**src/rtl/stxlfe_pkg.sv**
```systemverilog
// Package for the STX length frame extractor.
// Holds protocol constants, register indexes and the controller/datapath
// command and status bundles. Depends on nothing.
package stxlfe_pkg;

  // Default sizes of the accumulation buffer and the largest frame.
  localparam int DEF_BUFFER_BYTES    = 128;
  localparam int DEF_MAX_FRAME_BYTES = 64;

  // Most result beats produced for one received byte.
  localparam int MAX_RESULTS = 64;
  localparam int RES_W       = $clog2(MAX_RESULTS + 1);

  // Frame length is a 16-bit count plus a small constant.
  localparam int FLEN_W = 17;

  // Protocol bytes and length adjustments.
  localparam logic [7:0] STX_BYTE    = 8'h02;
  localparam logic [7:0] MARK_EXT_A  = 8'h81;
  localparam logic [7:0] MARK_EXT_B  = 8'hFD;
  localparam int         EXT_LEN_ADD = 4;
  localparam int         STD_LEN_ADD = 5;
  localparam int         HDR_MIN     = 3;
  localparam int         HDR_EXT_MIN = 4;

  // Heartbeat pattern limits.
  localparam logic [3:0] PING_MAX       = 4'd8;
  localparam logic [3:0] PING_LEN_RESET = 4'd8;

  // Register indexes, selected by address bit 3.
  localparam logic REG_PING_PATTERN = 1'b0;
  localparam logic REG_PING_LENGTH  = 1'b1;

  // Result kinds.
  localparam logic KIND_FRAME = 1'b0;
  localparam logic KIND_PONG  = 1'b1;

  // Commands from the controller to the datapath.
  typedef struct packed {
    logic take_byte;   // append the accepted byte
    logic off_clr;     // offset to zero
    logic off_one;     // offset to one
    logic off_inc;     // offset plus one
    logic drop_one;    // remove one byte at the head
    logic drop_ping;   // remove the heartbeat pattern
    logic drop_frame;  // remove the whole frame
    logic cap_mark;    // capture marker byte
    logic cap_b2;      // capture short length byte
    logic cap_b3;      // capture high length byte
    logic n_clr;       // clear the result count
    logic load_pong;   // load a pong beat
    logic load_frame;  // load a frame byte beat
  } cmd_t;

  // Status from the datapath to the controller.
  typedef struct packed {
    logic cnt_zero;
    logic ping_try;
    logic cnt_lt3;
    logic cnt_lt4;
    logic is_stx;
    logic ping_match;
    logic ping_last;
    logic mark_ext;
    logic flen_big;
    logic flen_gt_cnt;
    logic slots_over;
    logic slots_full;
    logic frame_last;
    logic out_busy;
  } status_t;

endpackage

```
**src/rtl/stxlfe_controller.sv**
```systemverilog
// Sequencer of the frame extractor: scans, matches heartbeats, parses headers
// and replays frames one buffer read at a time. Uses stxlfe_pkg.
module stxlfe_controller
  import stxlfe_pkg::*;
(
  input  logic    clk,
  input  logic    rst,
  input  logic    in_valid,
  output logic    in_ready,
  input  status_t st,
  output cmd_t    cmd
);

  localparam logic [3:0] S_IDLE     = 4'd0;
  localparam logic [3:0] S_SCAN_RD  = 4'd1;
  localparam logic [3:0] S_SCAN_CHK = 4'd2;
  localparam logic [3:0] S_PING_RD  = 4'd3;
  localparam logic [3:0] S_PING_CHK = 4'd4;
  localparam logic [3:0] S_MARK_RD  = 4'd5;
  localparam logic [3:0] S_MARK_CHK = 4'd6;
  localparam logic [3:0] S_B2_RD    = 4'd7;
  localparam logic [3:0] S_B2_CHK   = 4'd8;
  localparam logic [3:0] S_B3_RD    = 4'd9;
  localparam logic [3:0] S_B3_CHK   = 4'd10;
  localparam logic [3:0] S_LEN_CHK  = 4'd11;
  localparam logic [3:0] S_EMIT_RD  = 4'd12;
  localparam logic [3:0] S_EMIT_OUT = 4'd13;

  logic [3:0] state;
  logic [3:0] state_next;

  assign in_ready = (state == S_IDLE);

  // State register.
  always_ff @(posedge clk) begin
    if (rst) begin
      state <= S_IDLE;
    end else begin
      state <= state_next;
    end
  end

  // Next state and commands.
  always_comb begin
    state_next = state;
    cmd        = '0;
    case (state)
      S_IDLE: begin
        if (in_valid) begin
          cmd.take_byte = 1'b1;
          cmd.n_clr     = 1'b1;
          cmd.off_clr   = 1'b1;
          state_next    = S_SCAN_RD;
        end
      end
      S_SCAN_RD: begin
        state_next = st.cnt_zero ? S_IDLE : S_SCAN_CHK;
      end
      S_SCAN_CHK: begin
        if (!st.is_stx) begin
          cmd.drop_one = 1'b1;
          state_next   = S_SCAN_RD;
        end else if (st.ping_try) begin
          state_next = S_PING_RD;
        end else if (st.cnt_lt3) begin
          state_next = S_IDLE;
        end else begin
          cmd.off_one = 1'b1;
          state_next  = S_MARK_RD;
        end
      end
      S_PING_RD: begin
        state_next = S_PING_CHK;
      end
      S_PING_CHK: begin
        if (!st.ping_match) begin
          // Not a heartbeat: parse the header instead.
          if (st.cnt_lt3) begin
            state_next = S_IDLE;
          end else begin
            cmd.off_one = 1'b1;
            state_next  = S_MARK_RD;
          end
        end else if (!st.ping_last) begin
          cmd.off_inc = 1'b1;
          state_next  = S_PING_RD;
        end else if (st.slots_full) begin
          state_next = S_IDLE;
        end else if (!st.out_busy) begin
          cmd.load_pong = 1'b1;
          cmd.drop_ping = 1'b1;
          cmd.off_clr   = 1'b1;
          state_next    = S_SCAN_RD;
        end
      end
      S_MARK_RD: begin
        state_next = S_MARK_CHK;
      end
      S_MARK_CHK: begin
        cmd.cap_mark = 1'b1;
        cmd.off_inc  = 1'b1;
        state_next   = S_B2_RD;
      end
      S_B2_RD: begin
        state_next = S_B2_CHK;
      end
      S_B2_CHK: begin
        cmd.cap_b2 = 1'b1;
        if (!st.mark_ext) begin
          state_next = S_LEN_CHK;
        end else if (st.cnt_lt4) begin
          state_next = S_IDLE;
        end else begin
          cmd.off_inc = 1'b1;
          state_next  = S_B3_RD;
        end
      end
      S_B3_RD: begin
        state_next = S_B3_CHK;
      end
      S_B3_CHK: begin
        cmd.cap_b3 = 1'b1;
        state_next = S_LEN_CHK;
      end
      S_LEN_CHK: begin
        if (st.flen_big) begin
          // Implausible length: drop this STX and resync.
          cmd.drop_one = 1'b1;
          cmd.off_clr  = 1'b1;
          state_next   = S_SCAN_RD;
        end else if (st.flen_gt_cnt || st.slots_over) begin
          state_next = S_IDLE;
        end else begin
          cmd.off_clr = 1'b1;
          state_next  = S_EMIT_RD;
        end
      end
      S_EMIT_RD: begin
        state_next = S_EMIT_OUT;
      end
      S_EMIT_OUT: begin
        if (!st.out_busy) begin
          cmd.load_frame = 1'b1;
          if (st.frame_last) begin
            cmd.drop_frame = 1'b1;
            cmd.off_clr    = 1'b1;
            state_next     = S_SCAN_RD;
          end else begin
            cmd.off_inc = 1'b1;
            state_next  = S_EMIT_RD;
          end
        end
      end
      default: begin
        state_next = S_IDLE;
      end
    endcase
  end

endmodule

```
**src/rtl/stxlfe_datapath.sv**
```systemverilog
// Datapath of the frame extractor: circular byte buffer, head and count,
// offset, header registers, result count, output beat and registers.
// Uses stxlfe_pkg.
module stxlfe_datapath
  import stxlfe_pkg::*;
#(
  parameter int BUFFER_BYTES    = DEF_BUFFER_BYTES,
  parameter int MAX_FRAME_BYTES = DEF_MAX_FRAME_BYTES
) (
  input  logic        clk,
  input  logic        rst,
  input  cmd_t        cmd,
  output status_t     st,
  input  logic [7:0]  rx_byte,
  output logic        out_valid,
  input  logic        out_ready,
  output logic        out_kind,
  output logic [7:0]  out_byte,
  output logic        out_last,
  input  logic        psel,
  input  logic        penable,
  input  logic        pwrite,
  input  logic [3:0]  paddr,
  input  logic [63:0] pwdata,
  output logic [63:0] prdata
);

  localparam int CNT_W = $clog2(BUFFER_BYTES + 1);
  localparam int PTR_W = $clog2(BUFFER_BYTES);
  localparam int OFF_W = (MAX_FRAME_BYTES > 8) ? $clog2(MAX_FRAME_BYTES) : 3;
  localparam int SUM_W = ((CNT_W > OFF_W) ? CNT_W : OFF_W) + 1;

  logic [7:0]        mem [BUFFER_BYTES];
  logic [7:0]        rdata;
  logic [PTR_W-1:0]  head;
  logic [CNT_W-1:0]  count;
  logic [OFF_W-1:0]  off;
  logic [7:0]        mark;
  logic [7:0]        b2;
  logic [FLEN_W-1:0] flen;
  logic [RES_W-1:0]  n;
  logic [63:0]       ping_pattern;
  logic [3:0]        ping_length;

  logic [3:0]        plen;
  logic              buf_full;
  logic [SUM_W-1:0]  wr_sum;
  logic [SUM_W-1:0]  rd_sum;
  logic [SUM_W-1:0]  drop_sum;
  logic [CNT_W-1:0]  drop_k;
  logic [PTR_W-1:0]  wr_addr;
  logic [PTR_W-1:0]  rd_addr;
  logic [63:0]       ping_shift;

  // Effective heartbeat length, capped at eight bytes.
  assign plen     = (ping_length > PING_MAX) ? PING_MAX : ping_length;
  assign buf_full = (count >= CNT_W'(BUFFER_BYTES));

  // Buffer addresses wrap around the buffer size.
  always_comb begin
    wr_sum = SUM_W'(head) + SUM_W'(count);
    if (wr_sum >= SUM_W'(BUFFER_BYTES)) begin
      wr_sum = wr_sum - SUM_W'(BUFFER_BYTES);
    end
    wr_addr = buf_full ? '0 : wr_sum[PTR_W-1:0];
    rd_sum  = SUM_W'(head) + SUM_W'(off);
    if (rd_sum >= SUM_W'(BUFFER_BYTES)) begin
      rd_sum = rd_sum - SUM_W'(BUFFER_BYTES);
    end
    rd_addr = rd_sum[PTR_W-1:0];
  end

  // Number of bytes removed from the head.
  always_comb begin
    if (cmd.drop_one) begin
      drop_k = CNT_W'(1);
    end else if (cmd.drop_ping) begin
      drop_k = CNT_W'(plen);
    end else begin
      drop_k = flen[CNT_W-1:0];
    end
    drop_sum = SUM_W'(head) + SUM_W'(drop_k);
    if (drop_sum >= SUM_W'(BUFFER_BYTES)) begin
      drop_sum = drop_sum - SUM_W'(BUFFER_BYTES);
    end
  end

  // Byte memory with registered read.
  always_ff @(posedge clk) begin
    if (cmd.take_byte) begin
      mem[wr_addr] <= rx_byte;
    end
    rdata <= mem[rd_addr];
  end

  // Head and fill count.
  always_ff @(posedge clk) begin
    if (rst) begin
      head  <= '0;
      count <= '0;
    end else if (cmd.take_byte) begin
      if (buf_full) begin
        head  <= '0;
        count <= CNT_W'(1);
      end else begin
        count <= count + CNT_W'(1);
      end
    end else if (cmd.drop_one || cmd.drop_ping || cmd.drop_frame) begin
      head  <= drop_sum[PTR_W-1:0];
      count <= count - drop_k;
    end
  end

  // Read offset and result count.
  always_ff @(posedge clk) begin
    if (rst) begin
      off <= '0;
      n   <= '0;
    end else begin
      if (cmd.off_clr) begin
        off <= '0;
      end else if (cmd.off_one) begin
        off <= OFF_W'(1);
      end else if (cmd.off_inc) begin
        off <= off + OFF_W'(1);
      end
      if (cmd.n_clr) begin
        n <= '0;
      end else if (cmd.load_pong || cmd.load_frame) begin
        n <= n + RES_W'(1);
      end
    end
  end

  // Header capture and frame length.
  always_ff @(posedge clk) begin
    if (cmd.cap_mark) begin
      mark <= rdata;
    end
    if (cmd.cap_b2) begin
      b2   <= rdata;
      flen <= FLEN_W'(rdata) + FLEN_W'(STD_LEN_ADD);
    end
    if (cmd.cap_b3) begin
      flen <= FLEN_W'({rdata, b2}) + FLEN_W'(EXT_LEN_ADD);
    end
  end

  // Output beat register.
  always_ff @(posedge clk) begin
    if (rst) begin
      out_valid <= 1'b0;
    end else if (cmd.load_pong || cmd.load_frame) begin
      out_valid <= 1'b1;
    end else if (out_ready) begin
      out_valid <= 1'b0;
    end
  end

  always_ff @(posedge clk) begin
    if (cmd.load_pong) begin
      out_kind <= KIND_PONG;
      out_byte <= '0;
      out_last <= 1'b1;
    end else if (cmd.load_frame) begin
      out_kind <= KIND_FRAME;
      out_byte <= rdata;
      out_last <= st.frame_last;
    end
  end

  // Configuration registers; address bit 3 selects the register.
  always_ff @(posedge clk) begin
    if (rst) begin
      ping_pattern <= '0;
      ping_length  <= PING_LEN_RESET;
    end else if (psel && penable && pwrite) begin
      if (paddr[3] == REG_PING_PATTERN) begin
        ping_pattern <= pwdata;
      end else begin
        ping_length <= pwdata[3:0];
      end
    end
  end

  assign prdata = (paddr[3] == REG_PING_LENGTH) ? {60'd0, ping_length} : ping_pattern;

  // Status flags.
  assign ping_shift = ping_pattern >> {off[2:0], 3'b000};

  always_comb begin
    st.cnt_zero    = (count == '0);
    st.ping_try    = (plen != '0) && (count >= CNT_W'(plen));
    st.cnt_lt3     = (count < CNT_W'(HDR_MIN));
    st.cnt_lt4     = (count < CNT_W'(HDR_EXT_MIN));
    st.is_stx      = (rdata == STX_BYTE);
    st.ping_match  = (rdata == ping_shift[7:0]);
    st.ping_last   = ((4'({1'b0, off[2:0]}) + 4'd1) == plen);
    st.mark_ext    = (mark == MARK_EXT_A) || (mark == MARK_EXT_B);
    st.flen_big    = (flen > FLEN_W'(MAX_FRAME_BYTES));
    st.flen_gt_cnt = (flen > FLEN_W'(count));
    st.slots_over  = ((FLEN_W'(n) + flen) > FLEN_W'(MAX_RESULTS));
    st.slots_full  = (n >= RES_W'(MAX_RESULTS));
    st.frame_last  = ((FLEN_W'(off) + FLEN_W'(1)) == flen);
    st.out_busy    = out_valid && !out_ready;
  end

endmodule

```
**src/rtl/stx_length_frame_extractor_top.sv**
```systemverilog
// Each taken byte starts a pass: the sequencer scans for STX, compares a heartbeat pattern
// byte by byte, parses the header and, once the frame is complete, replays it one buffer
// read per beat. No new byte is taken until the pass ends and the sequencer is idle;
// while a frame is collected, each byte reparses the header.
// The sequencer reads the buffer one registered read at a time; a stalled beat stops it.
// Reset (synchronous, active high) empties the buffer, clears the output beat and
// sets the heartbeat pattern to zero and its length to eight.
module stx_length_frame_extractor_top
  import stxlfe_pkg::*;
#(
  parameter int BUFFER_BYTES    = DEF_BUFFER_BYTES,
  parameter int MAX_FRAME_BYTES = DEF_MAX_FRAME_BYTES
) (
  input  logic        clk,
  input  logic        rst,
  input  logic        in_valid,
  output logic        in_ready,
  input  logic [7:0]  rx_byte,
  output logic        out_valid,
  input  logic        out_ready,
  output logic        out_kind,
  output logic [7:0]  out_byte,
  output logic        out_last,
  input  logic        psel,
  input  logic        penable,
  input  logic        pwrite,
  input  logic [3:0]  paddr,
  input  logic [63:0] pwdata,
  output logic [63:0] prdata,
  output logic        pready
);

  cmd_t    cmd;
  status_t st;

  assign pready = 1'b1;

  // Sequencer.
  stxlfe_controller u_ctrl (
    .clk      (clk),
    .rst      (rst),
    .in_valid (in_valid),
    .in_ready (in_ready),
    .st       (st),
    .cmd      (cmd)
  );

  // Buffer, registers and output beat.
  stxlfe_datapath #(
    .BUFFER_BYTES    (BUFFER_BYTES),
    .MAX_FRAME_BYTES (MAX_FRAME_BYTES)
  ) u_dp (
    .clk       (clk),
    .rst       (rst),
    .cmd       (cmd),
    .st        (st),
    .rx_byte   (rx_byte),
    .out_valid (out_valid),
    .out_ready (out_ready),
    .out_kind  (out_kind),
    .out_byte  (out_byte),
    .out_last  (out_last),
    .psel      (psel),
    .penable   (penable),
    .pwrite    (pwrite),
    .paddr     (paddr),
    .pwdata    (pwdata),
    .prdata    (prdata)
  );

endmodule

```
**config.mk**
```make
export PLATFORM = sky130hd
export DESIGN_NAME = stx_length_frame_extractor_top
export DESIGN_NICKNAME = d
export VERILOG_FILES = /design/src/rtl/stxlfe_pkg.sv /design/src/rtl/stxlfe_controller.sv /design/src/rtl/stxlfe_datapath.sv /design/src/rtl/stx_length_frame_extractor_top.sv
export SDC_FILE = /design/constraint.sdc
export NUM_CORES = 1
export LEC_CHECK = 0
export ABC_AREA = 1
export BUFFER_PORTS_ARGS = -buffer_cell sky130_fd_sc_hd__buf_2
export CORE_UTILIZATION = 52
export DETAILED_ROUTE_END_ITERATION = 10
export MAX_ROUTING_LAYER = met4
export PLACE_DENSITY = 0.69
export SLEW_MARGIN = 10
export SYNTH_ARGS = -nofsm -noshare
export SYNTH_HDL_FRONTEND = slang
export SYNTH_SLANG_ARGS = --single-unit
```
**constraint.sdc**
```tcl
create_clock -name clk -period 6.21 [get_ports clk]
set_input_delay 0 -clock clk [delete_from_list [all_inputs] [get_ports clk]]
set_output_delay 0 -clock clk [all_outputs]
set_load 0.03 [all_outputs]
```
==> qor.log <==
qor: run_status.status finished, final reports clean
qor: power.power_density 320.6 nW/um^2
qor: floorplanning.core-area 95580 sq um
qor: critical_path.critPathCaptureType flop
qor: finish.nets_final 4511
qor: placed_design.finalWeightedCongestion 0.9229
qor: clock_tree.h-tree-depth 3
qor: route.viasPerCell 5.951
qor: yosys.synthesized_area_divided_by_synthesized_cell_count 11.94 sq um
qor: critical_path.timing.critical_path.from_type flop
qor: sta.finalSetupViolCount 0
qor: yosys.synth_warnings 0
qor: placed_design.place.detailed.instances 5433
qor: sta.min_period 4.712 ns
qor: yosys.mappedNetlistNets 4371
qor: critical_path.critPathMaxStageDelay 0.58 ns
qor: finish.final_cells 5738
qor: sta.rsz_0062_raised_after_global_routing no
qor: clock_tree.cts_max_path_buffers 3
qor: floorplanning.floorplan.io_pins 160
qor: critical_path.worstPathArrival 5.33 ns
qor: sta.post-route-period-util 0.7587
qor: finish.fin_area 56930 sq um
qor: grt.maximum_number_of_pins_on_one_net_before_global_route_repair 171
qor: yosys.post-synth-top-area-cell sky130_fd_sc_hd__edfxtp_1
qor: finish.drive_gt1_frac 0.09144
qor: yosys.synth_enable_flop_cells 1057
qor: yosys.yosysSeqAreaShare 0.6755
qor: sta.fmax 212.2 MHz
qor: grt.first_global_vias 32837
qor: route.route.antenna.remaining_nets 0
qor: route.drtIter0Drc 3828
qor: yosys.asyncSetResetFlopFracSynth 0
qor: job.count_of_max_cap_constraint_violations 0
qor: sta.timing.hold.ws 0.1020 ns
qor: route.firstDrtPassIters 6
qor: floorplanning.die_height 313.7 um
qor: yosys.syn_area 50510 sq um
qor: sta.fin_setup_tns 0 ns
qor: finish.antenna_cells 0
qor: yosys.synth_area_leaders sky130_fd_sc_hd__edfxtp_1 63%, sky130_fd_sc_hd__mux2i_1 4.8%, sky130_fd_sc_hd__dfxtp_1 4.7%
qor: worst_hold_path.worst_min_delay_path_category in2reg
qor: grt.grt_antenna_before_repair 0
qor: floorplanning.initial_utilization 0.5285
qor: placed_design.detailedPlacementHpwl 74590 um
qor: finish.syn2layout_area_growth 12.70%
qor: grt.grt_overflow 0
qor: yosys.synth_flop_cell sky130_fd_sc_hd__edfxtp_1
qor: sta.slew_viol_final 0
qor: critical_path.crit_path_frequent_cell sky130_fd_sc_hd__nand2_1
qor: finish.multi_input_logic_area 14420 sq um
qor: critical_path.crit_path_top_delay_cell sky130_fd_sc_hd__dfxtp_2
qor: finish.final-seq-area 34120 sq um
qor: route.detail_route.drc_violations 0
qor: clock_tree.clock-root-buffer sky130_fd_sc_hd__clkbuf_16
qor: yosys.share_of_the_synthesized_area_in_the_top_cell_type 0.6284
qor: floorplanning.rows 113
qor: clock_tree.cts_tree yes
qor: power.finalPower 18.25 mW
qor: critical_path.crit_fanout 38
qor: sta.skew 0.02738 ns
qor: yosys.gate_count_after_technology_mapping 4231
qor: grt.first_pass_grt_wire_length 194600 um
qor: clock_tree.clk_latency 0.71 ns
qor: power.power.static_leakage 19.01 nW
qor: route.postRouteWirelength 128100 um
qor: floorplanning.design.die.area 98390 sq um
qor: sta.layout_setup_ws 1.498 ns
qor: sta.worst_slew_margin_rel 0.2445
qor: clock_tree.number_of_buffers_created_by_cts 117
qor: clock_tree.sink_count_of_the_clock_tree 1176
qor: power.power.ir.vdd_worst 0.2636 mV
qor: finish.layout.core_utilization 0.5956
qor: clock_tree.path_clk_slew 0.06 ns
qor: yosys.ys_ff_latch 1176
qor: placed_design.placement.io_buffers 155
qor: sta.timing.final.hold_violations 0
qor: grt.grtUsageTotal 0.2663
qor: placed_design.placement.cell_area 52260 sq um
qor: critical_path.criticalPathCategory reg2reg
qor: finish.nFillCells 7510
qor: critical_path.crit_path_cell_trace buf_4 > nand2_1 > o211ai_1 > nand3_1 > nand2_1 > nand2_1 > nand2_1 > nand2_1 > nor2_2 > nand3_2 > o21ai_1 > ha_1 > inv_1 > fa_1 > o21ai_0 > nand2_1 > nand2_1 > a21oi_1 > xor2_1 > nand4_1 > nand2_1 > nand2_1 > a21oi_1
qor: route.number_of_vias_in_the_routed_layout 34146
qor: sta.tightestPinTransition 1.133 ns
qor: floorplanning.die_x 313.7 um
qor: route.wl_per_cell 22.33 um
qor: placed_design.pre_cts_slack 1.637 ns
qor: yosys.yosysUniqueCellTypes 50
qor: critical_path.worst_ep_required_time 6.83 ns
==> path summary, 6_finish.rpt <==
kind | from | slack (ns) | cells after the start | endpoint
worst min-delay path | pwrite | 0.10 | 5 | u_dp.ping_pattern[56]
worst max register to register | u_dp.off[0] | 1.50 | 23 | u_dp.head[6]
worst max-delay path | u_dp.off[0] | 1.50 | 23 | u_dp.head[6]
worst min register to register | u_dp.out_kind | 0.46 | 2 | u_dp.out_kind
==> synth_stat cells, types with 15 or more instances <==
cell type,number
sky130_fd_sc_hd__o22ai_1,37
sky130_fd_sc_hd__dfxtp_1,119
sky130_fd_sc_hd__nand3_1,219
sky130_fd_sc_hd__o21ai_0,393
sky130_fd_sc_hd__buf_1,18
sky130_fd_sc_hd__edfxtp_1,1057
sky130_fd_sc_hd__o221ai_1,204
sky130_fd_sc_hd__mux2i_1,240
sky130_fd_sc_hd__a21oi_1,164
sky130_fd_sc_hd__nand4_1,27
sky130_fd_sc_hd__nor2_1,581
sky130_fd_sc_hd__nor3_1,15
sky130_fd_sc_hd__clkbuf_1,164
sky130_fd_sc_hd__xor2_1,20
sky130_fd_sc_hd__o21ai_1,15
sky130_fd_sc_hd__nand2_1,467
sky130_fd_sc_hd__o211ai_1,42
sky130_fd_sc_hd__buf_2,60
sky130_fd_sc_hd__ha_1,52
sky130_fd_sc_hd__inv_1,230
==> critical path: cells and delay by family (launching register included) <==
| kind | cells | cell delay [ns] |
|---|---|---|
| AND/OR/NAND/NOR | 13 | 1.71 |
| AO/OA/AOI/OAI | 5 | 1.01 |
| adder cells (fa/ha/maj) | 2 | 0.65 |
| flip-flops | 1 | 0.58 |
| buffers and inverters | 2 | 0.47 |
| XOR/XNOR | 1 | 0.19 |
==> sequential cells by signal (all words and copies together), names as in the netlist, 4 cells and up <==
signal,cells
u_dp.b2,8
u_dp.off,6
u_dp.n,7
u_dp.mark,8
u_ctrl.state,4
u_dp.ping_pattern,64
u_dp.flen,17
u_dp.count,8
u_dp.rdata,8
u_dp.head,7
u_dp.out_byte,8
u_dp.mem,1024
u_dp.ping_length,4
==> per-layer routing <==
metal,routed length [um],vias to the layer above,track usage
li1,-,15760,-
met1,52210,16693,0.3439
met2,61650,1410,0.4249
met3,9234,283,0.04084
met4,5005,0,0.1045
met5,0,-,-
==> final cells by class <==
cell class | count | share of cell area
clock inverters | 74 | 0.01341
well taps | 1265 | 0.02780
flip-flops and latches | 1176 | 0.5994
clock buffers | 147 | 0.05378
repair buffers | 278 | 0.03587
inverters | 246 | 0.01642
multi-input cells | 2552 | 0.2533
==> power by group <==
part	switching (mW)	internal, mW	total [mW]	leakage (nW)
Sequential	0.182	8.78	8.96	10.5
Clock	3.00	4.01	7.00	1.84
Combinational	1.64	0.640	2.28	6.68
Total	4.82	13.4	18.3	19.0
==> cells in the final DEF (no fill, tap or decap), types with 147 or more instances in the layout <==
master                     count
sky130_fd_sc_hd__edfxtp_1   1057
sky130_fd_sc_hd__nor2_1      581
sky130_fd_sc_hd__nand2_1     466
sky130_fd_sc_hd__o21ai_0     393
sky130_fd_sc_hd__mux2i_1     240
sky130_fd_sc_hd__inv_1       227
sky130_fd_sc_hd__nand3_1     219
sky130_fd_sc_hd__o221ai_1    204
sky130_fd_sc_hd__a21oi_1     164
sky130_fd_sc_hd__buf_2       147
==> cells by family (layout without fill, tap and decap cells) <==
logic type               Yosys count  in the layout  synth area share
AO/OA/AOI/OAI                    891            891            0.1084
XOR/XNOR                          25             25          0.004335
adder cells (fa/ha/maj)           57             57           0.01486
buffers and inverters            503            745           0.04035
flip-flops                      1176           1176            0.6755
multiplexers                     240            240           0.04756
other                              1              1        0.00007424
AND/OR/NAND/NOR                 1338           1338            0.1089
==> repair_timing <==
item	in CTS	in global routing
resized for setup	0	0
hold buffers	84	0
hold endpoints to repair	499	0
buffers inserted	0	0
Power figures use the tool's default switching activity.
